==> src/rtl/rfai_pkg.sv <==
// Shared definitions for the register file ALU interpreter.
// Command codes, field widths and the controller/datapath interface structs.
// No dependencies.
package rfai_pkg;

    localparam int CMD_W     = 4;
    localparam int REG_IDX_W = 5;
    localparam int IMM_W     = 32;
    localparam int VALUE_W   = 32;

    localparam logic [CMD_W-1:0] CMD_LOAD = 4'd0;
    localparam logic [CMD_W-1:0] CMD_MOV  = 4'd1;
    localparam logic [CMD_W-1:0] CMD_XCHG = 4'd2;
    localparam logic [CMD_W-1:0] CMD_ADD  = 4'd3;
    localparam logic [CMD_W-1:0] CMD_SUB  = 4'd4;
    localparam logic [CMD_W-1:0] CMD_MUL  = 4'd5;
    localparam logic [CMD_W-1:0] CMD_DIV  = 4'd6;
    localparam logic [CMD_W-1:0] CMD_MOD  = 4'd7;
    localparam logic [CMD_W-1:0] CMD_AND  = 4'd8;
    localparam logic [CMD_W-1:0] CMD_OR   = 4'd9;
    localparam logic [CMD_W-1:0] CMD_XOR  = 4'd10;
    localparam logic [CMD_W-1:0] CMD_OUT  = 4'd11;

    // Commands from the controller to the datapath.
    typedef struct packed {
        logic [CMD_W-1:0] op;
        logic             capture;
        logic             load_imm;
        logic             wr_single;
        logic             wr_swap;
        logic             start_unit;
        logic             wr_unit;
        logic             emit_out;
        logic             emit_err;
    } t_dp_cmd;

    // Status from the datapath to the controller.
    typedef struct packed {
        logic div_zero;
        logic unit_done;
        logic out_room;
    } t_dp_stat;

endpackage

==> src/rtl/rfai_muldiv.sv <==
// Iterative multiply and divide unit, one bit per cycle.
// Used by rfai_dpath; depends on rfai_pkg for command codes.
module rfai_muldiv #(
    parameter int DATA_WIDTH = 32
) (
    input  logic                       i_clk,
    input  logic                       i_rst_n,
    input  logic                       i_start,
    input  logic [rfai_pkg::CMD_W-1:0] i_op,
    input  logic [DATA_WIDTH-1:0]      i_x,
    input  logic [DATA_WIDTH-1:0]      i_y,
    output logic                       o_done,
    output logic [DATA_WIDTH-1:0]      o_result
);
    import rfai_pkg::*;

    localparam int CW = $clog2(DATA_WIDTH + 1);

    logic                  r_busy;
    logic [CW-1:0]         r_cnt;
    logic [DATA_WIDTH-1:0] r_acc;
    logic [DATA_WIDTH-1:0] r_a;
    logic [DATA_WIDTH-1:0] r_b;
    logic                  r_is_mul;
    logic                  r_is_mod;
    logic                  r_neg_q;
    logic                  r_neg_r;

    logic [DATA_WIDTH-1:0] mag_x;
    logic [DATA_WIDTH-1:0] mag_y;
    logic [DATA_WIDTH:0]   shifted;
    logic [DATA_WIDTH:0]   diff;

    assign mag_x   = i_x[DATA_WIDTH-1] ? ('0 - i_x) : i_x;
    assign mag_y   = i_y[DATA_WIDTH-1] ? ('0 - i_y) : i_y;
    assign shifted = {r_acc, r_a[DATA_WIDTH-1]};
    assign diff    = shifted - {1'b0, r_b};

    always_ff @(posedge i_clk) begin
        if (!i_rst_n) begin
            r_busy <= 1'b0;
            r_cnt  <= '0;
        end else if (i_start) begin
            r_busy <= 1'b1;
            r_cnt  <= CW'(DATA_WIDTH);
        end else if (r_busy) begin
            if (r_cnt != '0) begin
                r_cnt <= r_cnt - 1'b1;
            end else begin
                r_busy <= 1'b0;
            end
        end
    end

    always_ff @(posedge i_clk) begin
        if (i_start) begin
            r_is_mul <= (i_op == CMD_MUL);
            r_is_mod <= (i_op == CMD_MOD);
            r_neg_q  <= i_x[DATA_WIDTH-1] ^ i_y[DATA_WIDTH-1];
            r_neg_r  <= i_x[DATA_WIDTH-1];
            r_acc    <= '0;
            if (i_op == CMD_MUL) begin
                r_a <= i_x;
                r_b <= i_y;
            end else begin
                r_a <= mag_x;
                r_b <= mag_y;
            end
        end else if (r_busy && r_cnt != '0) begin
            if (r_is_mul) begin
                // Shift-and-add: the multiplicand moves left, the multiplier right.
                r_acc <= r_acc + (r_b[0] ? r_a : '0);
                r_a   <= r_a << 1;
                r_b   <= r_b >> 1;
            end else if (!diff[DATA_WIDTH]) begin
                r_acc <= diff[DATA_WIDTH-1:0];
                r_a   <= {r_a[DATA_WIDTH-2:0], 1'b1};
            end else begin
                r_acc <= shifted[DATA_WIDTH-1:0];
                r_a   <= {r_a[DATA_WIDTH-2:0], 1'b0};
            end
        end
    end

    assign o_done = r_busy && (r_cnt == '0);

    always_comb begin
        if (r_is_mul) begin
            o_result = r_acc;
        end else if (r_is_mod) begin
            o_result = r_neg_r ? ('0 - r_acc) : r_acc;
        end else begin
            o_result = r_neg_q ? ('0 - r_a) : r_a;
        end
    end

endmodule

==> src/rtl/rfai_ctrl.sv <==
// Controller state machine for the register file ALU interpreter.
// Drives rfai_dpath through t_dp_cmd and reads t_dp_stat; depends on rfai_pkg.
module rfai_ctrl (
    input  logic                       i_clk,
    input  logic                       i_rst_n,
    input  logic                       i_in_valid,
    input  logic [rfai_pkg::CMD_W-1:0] i_command,
    input  rfai_pkg::t_dp_stat         i_stat,
    output logic                       o_in_ready,
    output rfai_pkg::t_dp_cmd          o_cmd
);
    import rfai_pkg::*;

    localparam logic [1:0] S_IDLE = 2'd0;
    localparam logic [1:0] S_EXEC = 2'd1;
    localparam logic [1:0] S_SWAP = 2'd2;
    localparam logic [1:0] S_UNIT = 2'd3;

    logic [1:0]       r_state;
    logic [1:0]       n_state;
    logic [CMD_W-1:0] r_op;
    logic [CMD_W-1:0] n_op;

    always_comb begin
        n_state    = r_state;
        n_op       = r_op;
        o_cmd      = '0;
        o_cmd.op   = r_op;
        o_in_ready = (r_state == S_IDLE);
        case (r_state)
            S_IDLE: begin
                if (i_in_valid) begin
                    o_cmd.capture = 1'b1;
                    n_op          = i_command;
                    if (i_command == CMD_LOAD) begin
                        o_cmd.load_imm = 1'b1;
                    end else if (i_command inside {[CMD_MOV:CMD_OUT]}) begin
                        n_state = S_EXEC;
                    end
                end
            end
            S_EXEC: begin
                case (r_op)
                    CMD_XCHG: begin
                        o_cmd.wr_single = 1'b1;
                        n_state         = S_SWAP;
                    end
                    CMD_OUT: begin
                        if (i_stat.out_room) begin
                            o_cmd.emit_out = 1'b1;
                            n_state        = S_IDLE;
                        end
                    end
                    CMD_MUL: begin
                        o_cmd.start_unit = 1'b1;
                        n_state          = S_UNIT;
                    end
                    CMD_DIV, CMD_MOD: begin
                        if (i_stat.div_zero) begin
                            if (i_stat.out_room) begin
                                o_cmd.emit_err = 1'b1;
                                n_state        = S_IDLE;
                            end
                        end else begin
                            o_cmd.start_unit = 1'b1;
                            n_state          = S_UNIT;
                        end
                    end
                    default: begin
                        o_cmd.wr_single = 1'b1;
                        n_state         = S_IDLE;
                    end
                endcase
            end
            S_SWAP: begin
                o_cmd.wr_swap = 1'b1;
                n_state       = S_IDLE;
            end
            S_UNIT: begin
                if (i_stat.unit_done) begin
                    o_cmd.wr_unit = 1'b1;
                    n_state       = S_IDLE;
                end
            end
            default: begin
                n_state = S_IDLE;
            end
        endcase
    end

    always_ff @(posedge i_clk) begin
        if (!i_rst_n) begin
            r_state <= S_IDLE;
            r_op    <= CMD_LOAD;
        end else begin
            r_state <= n_state;
            r_op    <= n_op;
        end
    end

endmodule

==> src/rtl/rfai_dpath.sv <==
// Datapath: register file memory, operand registers, ALU and result register.
// Instantiates rfai_muldiv; depends on rfai_pkg.
module rfai_dpath #(
    parameter int NUM_REGS   = 26,
    parameter int DATA_WIDTH = 32
) (
    input  logic                                  i_clk,
    input  logic                                  i_rst_n,
    input  rfai_pkg::t_dp_cmd                     i_cmd,
    output rfai_pkg::t_dp_stat                    o_stat,
    input  logic [rfai_pkg::CMD_W-1:0]            i_command,
    input  logic [rfai_pkg::REG_IDX_W-1:0]        i_dest_reg,
    input  logic [rfai_pkg::REG_IDX_W-1:0]        i_src_a_reg,
    input  logic [rfai_pkg::REG_IDX_W-1:0]        i_src_b_reg,
    input  logic                                  i_three_operand,
    input  logic signed [rfai_pkg::IMM_W-1:0]     i_immediate,
    input  logic                                  i_out_ready,
    output logic                                  o_out_valid,
    output logic                                  o_status,
    output logic signed [rfai_pkg::VALUE_W-1:0]   o_value
);
    import rfai_pkg::*;

    // Only indices the five-bit fields can name need storage.
    localparam int MEM_DEPTH = (NUM_REGS < 2 ** REG_IDX_W) ? NUM_REGS : 2 ** REG_IDX_W;
    localparam int AW        = $clog2(MEM_DEPTH);

    function automatic logic in_range(input logic [REG_IDX_W-1:0] idx);
        return 32'(idx) < MEM_DEPTH;
    endfunction

    logic [DATA_WIDTH-1:0] r_mem [MEM_DEPTH];
    logic [MEM_DEPTH-1:0]  r_valid;

    logic [REG_IDX_W-1:0]  r_d;
    logic [REG_IDX_W-1:0]  r_sa;
    logic [DATA_WIDTH-1:0] r_x_raw;
    logic [DATA_WIDTH-1:0] r_y_raw;
    logic                  r_x_ok;
    logic                  r_y_ok;
    logic                  r_out_valid;
    logic                  r_status;
    logic [VALUE_W-1:0]    r_value;

    logic                  alu_three;
    logic [REG_IDX_W-1:0]  rd_idx0;
    logic [REG_IDX_W-1:0]  rd_idx1;
    logic [DATA_WIDTH-1:0] x;
    logic [DATA_WIDTH-1:0] y;
    logic [DATA_WIDTH-1:0] alu_res;
    logic [DATA_WIDTH-1:0] unit_res;
    logic                  unit_done;
    logic                  wr_en;
    logic [REG_IDX_W-1:0]  wr_idx;
    logic [DATA_WIDTH-1:0] wr_data;

    // Three-operand addressing applies to the arithmetic and logic commands only.
    assign alu_three = i_three_operand && (i_command inside {[CMD_ADD:CMD_XOR]});
    assign rd_idx0   = alu_three ? i_src_a_reg : i_dest_reg;
    assign rd_idx1   = alu_three ? i_src_b_reg : i_src_a_reg;

    always_ff @(posedge i_clk) begin
        if (i_cmd.capture) begin
            r_x_raw <= r_mem[rd_idx0[AW-1:0]];
            r_y_raw <= r_mem[rd_idx1[AW-1:0]];
            r_x_ok  <= in_range(rd_idx0) && r_valid[rd_idx0[AW-1:0]];
            r_y_ok  <= in_range(rd_idx1) && r_valid[rd_idx1[AW-1:0]];
            r_d     <= i_dest_reg;
            r_sa    <= i_src_a_reg;
        end
    end

    // Entries never written since reset read as zero.
    assign x = r_x_ok ? r_x_raw : '0;
    assign y = r_y_ok ? r_y_raw : '0;

    always_comb begin
        case (i_cmd.op)
            CMD_ADD: alu_res = x + y;
            CMD_SUB: alu_res = x - y;
            CMD_AND: alu_res = x & y;
            CMD_OR:  alu_res = x | y;
            CMD_XOR: alu_res = x ^ y;
            default: alu_res = y;
        endcase
    end

    rfai_muldiv #(
        .DATA_WIDTH(DATA_WIDTH)
    ) u_muldiv (
        .i_clk    (i_clk),
        .i_rst_n  (i_rst_n),
        .i_start  (i_cmd.start_unit),
        .i_op     (i_cmd.op),
        .i_x      (x),
        .i_y      (y),
        .o_done   (unit_done),
        .o_result (unit_res)
    );

    always_comb begin
        wr_en = i_cmd.load_imm || i_cmd.wr_single || i_cmd.wr_swap || i_cmd.wr_unit;
        if (i_cmd.load_imm) begin
            wr_idx  = i_dest_reg;
            wr_data = DATA_WIDTH'(i_immediate);
        end else if (i_cmd.wr_swap) begin
            wr_idx  = r_sa;
            wr_data = x;
        end else if (i_cmd.wr_unit) begin
            wr_idx  = r_d;
            wr_data = unit_res;
        end else begin
            wr_idx  = r_d;
            wr_data = alu_res;
        end
    end

    always_ff @(posedge i_clk) begin
        if (wr_en && in_range(wr_idx)) begin
            r_mem[wr_idx[AW-1:0]] <= wr_data;
        end
    end

    always_ff @(posedge i_clk) begin
        if (!i_rst_n) begin
            r_valid <= '0;
        end else if (wr_en && in_range(wr_idx)) begin
            r_valid[wr_idx[AW-1:0]] <= 1'b1;
        end
    end

    always_ff @(posedge i_clk) begin
        if (!i_rst_n) begin
            r_out_valid <= 1'b0;
        end else if (i_cmd.emit_out || i_cmd.emit_err) begin
            r_out_valid <= 1'b1;
        end else if (i_out_ready) begin
            r_out_valid <= 1'b0;
        end
    end

    always_ff @(posedge i_clk) begin
        if (i_cmd.emit_out || i_cmd.emit_err) begin
            r_status <= i_cmd.emit_err;
            r_value  <= i_cmd.emit_err ? '0 : VALUE_W'(x);
        end
    end

    assign o_out_valid      = r_out_valid;
    assign o_status         = r_status;
    assign o_value          = r_value;
    assign o_stat.div_zero  = (y == '0);
    assign o_stat.unit_done = unit_done;
    assign o_stat.out_room  = !r_out_valid || i_out_ready;

endmodule

==> src/rtl/register_file_alu_interpreter_unit.sv <==
// Top level of the register file ALU interpreter.
// Instantiates rfai_ctrl and rfai_dpath; depends on rfai_pkg.
//
// This block executes one decoded instruction item at a time on NUM_REGS
// registers of DATA_WIDTH bits, all zero after reset. An item is taken when
// o_in_ready is high, which is whenever the previous item has finished its
// work, even if a result still sits in the output register. LOAD and the
// unused command codes finish in the cycle they are taken. MOV, ADD, SUB,
// AND, OR, XOR, OUT and a DIV or MOD by zero first read the two operands
// from the register file memory and then execute. XCHG writes its second
// register in the S_SWAP state, since the memory has a single write port and
// the swap needs two writes. MUL, DIV and MOD go through a shared shift-add
// and restoring-divide unit that retires one bit a cycle; this unit sets the
// worst-case rate. OUT and the divide-by-zero error each give one result
// item; an error carries status 1 and value 0 and leaves the destination
// unchanged. When the output register is full and not being taken, an item
// that must give a result waits until it drains.
module register_file_alu_interpreter_unit #(
    parameter int NUM_REGS   = 26,
    parameter int DATA_WIDTH = 32
) (
    input  logic                                  i_clk,
    input  logic                                  i_rst_n,
    input  logic                                  i_in_valid,
    output logic                                  o_in_ready,
    input  logic [rfai_pkg::CMD_W-1:0]            i_command,
    input  logic [rfai_pkg::REG_IDX_W-1:0]        i_dest_reg,
    input  logic [rfai_pkg::REG_IDX_W-1:0]        i_src_a_reg,
    input  logic [rfai_pkg::REG_IDX_W-1:0]        i_src_b_reg,
    input  logic                                  i_three_operand,
    input  logic signed [rfai_pkg::IMM_W-1:0]     i_immediate,
    output logic                                  o_out_valid,
    input  logic                                  i_out_ready,
    output logic                                  o_status,
    output logic signed [rfai_pkg::VALUE_W-1:0]   o_value
);
    import rfai_pkg::*;

    t_dp_cmd  dp_cmd;
    t_dp_stat dp_stat;

    rfai_ctrl u_ctrl (
        .i_clk      (i_clk),
        .i_rst_n    (i_rst_n),
        .i_in_valid (i_in_valid),
        .i_command  (i_command),
        .i_stat     (dp_stat),
        .o_in_ready (o_in_ready),
        .o_cmd      (dp_cmd)
    );

    rfai_dpath #(
        .NUM_REGS   (NUM_REGS),
        .DATA_WIDTH (DATA_WIDTH)
    ) u_dpath (
        .i_clk           (i_clk),
        .i_rst_n         (i_rst_n),
        .i_cmd           (dp_cmd),
        .o_stat          (dp_stat),
        .i_command       (i_command),
        .i_dest_reg      (i_dest_reg),
        .i_src_a_reg     (i_src_a_reg),
        .i_src_b_reg     (i_src_b_reg),
        .i_three_operand (i_three_operand),
        .i_immediate     (i_immediate),
        .i_out_ready     (i_out_ready),
        .o_out_valid     (o_out_valid),
        .o_status        (o_status),
        .o_value         (o_value)
    );

    // At most one write, unit start or result load is commanded in a cycle.
    a_one_action: assert property (@(posedge i_clk) disable iff (!i_rst_n)
        $onehot0({dp_cmd.load_imm, dp_cmd.wr_single, dp_cmd.wr_swap, dp_cmd.wr_unit,
                  dp_cmd.start_unit, dp_cmd.emit_out, dp_cmd.emit_err}))
        else $error("more than one datapath action in a cycle");

    // Once the multiply/divide unit starts, no new item may be taken.
    a_busy_after_start: assert property (@(posedge i_clk) disable iff (!i_rst_n)
        dp_cmd.start_unit |=> !o_in_ready)
        else $error("item accepted while the multiply/divide unit runs");

    // A result is only loaded when the output register can take it.
    a_emit_room: assert property (@(posedge i_clk) disable iff (!i_rst_n)
        (dp_cmd.emit_out || dp_cmd.emit_err) |-> dp_stat.out_room)
        else $error("result loaded over an untaken result");

endmodule

==> config.mk <==
export PLATFORM = sky130hd
export DESIGN_NAME = register_file_alu_interpreter_unit
export DESIGN_NICKNAME = d
export VERILOG_FILES = /design/src/rtl/rfai_pkg.sv /design/src/rtl/rfai_muldiv.sv /design/src/rtl/rfai_ctrl.sv /design/src/rtl/rfai_dpath.sv /design/src/rtl/register_file_alu_interpreter_unit.sv
export SDC_FILE = /design/constraint.sdc
export NUM_CORES = 2
export LEC_CHECK = 0
export BUFFER_PORTS_ARGS = -buffer_cell sky130_fd_sc_hd__buf_2
export CAP_MARGIN = 30
export CORE_MARGIN = 1
export CORE_UTILIZATION = 35
export CTS_BUF_LIST = sky130_fd_sc_hd__clkbuf_4
export CTS_CLUSTER_SIZE = 24
export DETAILED_ROUTE_END_ITERATION = 10
export SKIP_LAST_GASP = 1
export SLEW_MARGIN = 5
export SYNTH_ARGS = -nofsm -noshare
export SYNTH_HDL_FRONTEND = slang
export SYNTH_SLANG_ARGS = --single-unit
==> constraint.sdc <==
create_clock -name i_clk -period 14.2 [get_ports i_clk]
set_clock_uncertainty 0.1 [all_clocks]
set_input_delay 2.13 -clock i_clk [delete_from_list [all_inputs] [get_ports i_clk]]
set_output_delay 2.13 -clock i_clk [all_outputs]
set_load 0.01 [all_outputs]
==> impl_metrics.csv <==
group,metric,value,unit
global_route,antenna_found_initial,6,
power_and_ir_drop,total_leakage_power,23.9,nW
sta,rsz0062_at_grt,"no",
min_path,worstHoldEndpoint,"u_dpath.r_valid[2]$_SDFFE_PN0P_",
die,rows,152,
setup_path,crit_path_max_incr_delay,660,ps
setup_path,critPathArrivalTime,7140,ps
sta,post-route-period-util,44.1,%
sta,setup-tns-final,0,ps
logic_synthesis,synth_area_per_cell,12.9,sq um
clocking,cts.sink_count,1081,
logic_synthesis,synth.most_common_cell,"edfxtp_1",
placed_design,gp_congestion,0.917,
logic_synthesis,synthesis.nets,4898,
logic_synthesis,ys_seq_area_share,52.5,%
clocking,cts_buffer_depth,4,
logic_synthesis,synth_largest_area_cell,"edfxtp_1",
min_path,whs_path_depth,1,
setup_path,r2r-start,"u_dpath.r_y_raw[6]$_DFFE_PP_",
clocking,htreeDepth,5,
logic_synthesis,yosys_register_bits,1081,
power_and_ir_drop,p_total,0.00788,W
setup_path,critPathLaunch,"u_dpath.r_y_raw[6]$_DFFE_PP_",
drt,met2WireLength,96.0,mm
die,core,172000,sq um
drt,dr.pass1.iters,8,
setup_path,critPathTopFamily,"simple AND/OR/NAND/NOR gates",
drt,viasPerCell,5.95,
setup_path,slowest_stage,"or4_1",
logic_synthesis,synth-async-reset-ratio,0,%
drt,wl_met1,80.1,mm
setup_path,r2r-end,"u_dpath.r_mem[7][31]$_DFFE_PP_",
drt,post_drt_wl_per_cell,27.4,um
clocking,cts_tree,"done",
clocking,post-cts-setup-buffer-count,0,
clocking,root_buffer,"clkbuf_4",
drt,drc,0,
run_status,status,"finished clean",
setup_path,cp_num_buf_inv,1,
sta,drv_slew,0,
drt,drt_iter0_markers,5174,
drt,dr_total_vias,44191,
drt,met3RoutedLength,18.3,mm
drt,ant_nets,0,
logic_synthesis,synthTopCellsByArea,"edfxtp_1 (50%), mux4_2 (15%), ha_1 (3.4%), nand2_1 (3.0%), mux2i_1 (3.0%)",
global_route,grt_max_degree,137,
sta,fin_crit,6260,ps
setup_path,required,15080,ps
setup_path,path_class,"flip-flop to flip-flop",
setup_path,start_kind,"flip-flop",
finish,multiInputGateArea,27400,sq um
logic_synthesis,yosys_warnings,0,
clocking,clock_latency,1330,ps
finish,ff_latch_area,31700,sq um
finish,final_util,39.6,%
setup_path,ff2ff_path_depth,18,
finish,fin_nets,5117,
min_path,hp-start,"u_dpath.r_valid[2]$_SDFFE_PN0P_",
setup_path,cpMostUsedCell,"nor2_1",
global_route,grt_first_pass_wirelength,292,mm
logic_synthesis,synth-edff-count,1009,
setup_path,path_cells,"or4_1, or3_1, a21oi_1, nand4_1, nor3_1, nor2_1, o22a_1, ha_1, and2_1, nand2_1, nor2_1, and3_1, o21ai_0, a31oi_1, mux2_2, nor2_1, nor2_1, buf_4",
run,cap_violations,0,
min_path,hp-class,"flip-flop to flip-flop",
logic_synthesis,synthDistinctLibCells,82,
clocking,cts_buffers,304,
clocking,post_cts_resized,0,
die,die_w,418,um
drt,routed.top_layer,"met5",
clocking,cts.clk_slew.worst_paths,70,ps
global_route,grt_pass1_vias,43559,
placed_design,io_buffers,90,
logic_synthesis,synthDominantCellAreaShare,50.1,%
sta,tightest_slew,1020,ps
die,io_pins,91,
logic_synthesis,synth_area,60400,sq um
logic_synthesis,synth_commonest_cells,"edfxtp_1 (1009), nand2_1 (491), mux4_2 (396), o21ai_0 (289), nor2_1 (256)",
setup_path,rrSetupSlack,7940,ps
drt,route.final.wire_length,203,mm
logic_synthesis,synth_cells,4676,
setup_path,cp-end-kind,"flip-flop",
global_route,grt.total_usage,22.8,%
sta,fmax,0.160,GHz
power_and_ir_drop,max-vdd-ir-drop,73.5,uV
global_route,grt_overflow,0,
power_and_ir_drop,power.density,116,nW/um^2
die,initial_core_util,35.2,%
placed_design,hpwl,124,mm
finish,drive_gt1_share,24.1,%
setup_path,critPathMaxFanout,26,
finish,fill_cells,16337,
sta,finalHoldViolCount,0,
logic_synthesis,synth_ff_type,"edfxtp_1",
die,die_h,418,um
sta,finalSetupViolCount,0,
die,die_area,174000,sq um
finish,area_delta_synth_final,12.3,%
sta,max-slew-margin-rel,31.9,%
clocking,cts_hold_buf,0,
==> per-stage QoR <==
step	hold slack, ps	std cells	worst slack [ps]	instance area (sq um)
2_1_floorplan	352	4676	7240	60400
3_3_place_gp	362	6885	7530	64000
3_5_place_dp	372	6892	7540	64100
4_1_cts	386	7406	8040	67700
5_1_grt	405	7420	7640	67900
6_report	387	7424	7940	67900
==> logic make-up after synthesis <==
family          share of synthesized area, %
simple gates                            8.16
flops                                   52.5
compound gates                          11.2
mux                                     19.3
buf+inv                                 2.83
xor+xnor                                2.58
fa+ha+maj                               3.47
==> cell usage in the layout, fill, tap and decap left out, drive strengths merged, types with 88 or more instances in the layout <==
| master | instances |
|---|---|
| ha | 163 |
| mux2i | 181 |
| clkbuf | 418 |
| buf | 221 |
| nor2 | 257 |
| nand2 | 491 |
| o21ai | 290 |
| nand3 | 114 |
| xnor2 | 136 |
| inv | 141 |
| a21oi | 231 |
| mux4 | 396 |
| edfxtp | 1009 |
| clkinv | 88 |
==> registers in the layout, indices dropped and copies added (netlist names), 2 cells and up <==
signal,count
u_dpath.r_mem,832
u_ctrl.r_op,4
u_dpath.o_value,32
u_dpath.u_muldiv.r_cnt,6
u_dpath.r_valid,26
u_dpath.u_muldiv.r_b,32
u_dpath.r_y_raw,32
u_dpath.r_sa,5
u_dpath.r_d,5
u_ctrl.r_state,2
u_dpath.u_muldiv.r_a,32
u_dpath.u_muldiv.r_acc,32
u_dpath.r_x_raw,32
==> metal layers <==
metal  up-vias  global-route usage (%)
met5         -                       0
li1      19025                       -
met1     22383                    29.6
met2      2339                    36.7
met3       442                    4.87
met4         2                    10.0
==> how the worst max path moves through the flow <==
stage,to,slack (ps),depth (start not counted)
floorplan,u_dpath.r_mem[0][0]$_DFFE_PP_,7240,8
global placement,u_dpath.r_x_ok$_DFFE_PP_,7530,13
detailed placement,u_dpath.r_x_ok$_DFFE_PP_,7540,13
CTS,u_dpath.r_mem[25][30]$_DFFE_PP_,8040,19
global route,u_dpath.r_mem[25][30]$_DFFE_PP_,7640,19
finish,u_dpath.r_mem[7][31]$_DFFE_PP_,7940,18
==> cell type report <==
cell class	count	share of cell area [%]
antenna	11	0.0405
tap	2310	4.26
clock buffer	418	4.62
multi-input combinational	3151	40.4
sequential	1081	46.7
timing repair buffer	221	2.49
inverter	136	0.755
clock inverter	96	0.680
==> power breakdown <==
part	switching (W)	internal, W	total (W)
clock network	0.00133	0.00141	0.00274
logic	0.000896	0.000540	0.00144
registers	0.0000587	0.00364	0.00370
No activity file was read; power rests on OpenSTA's default activity.
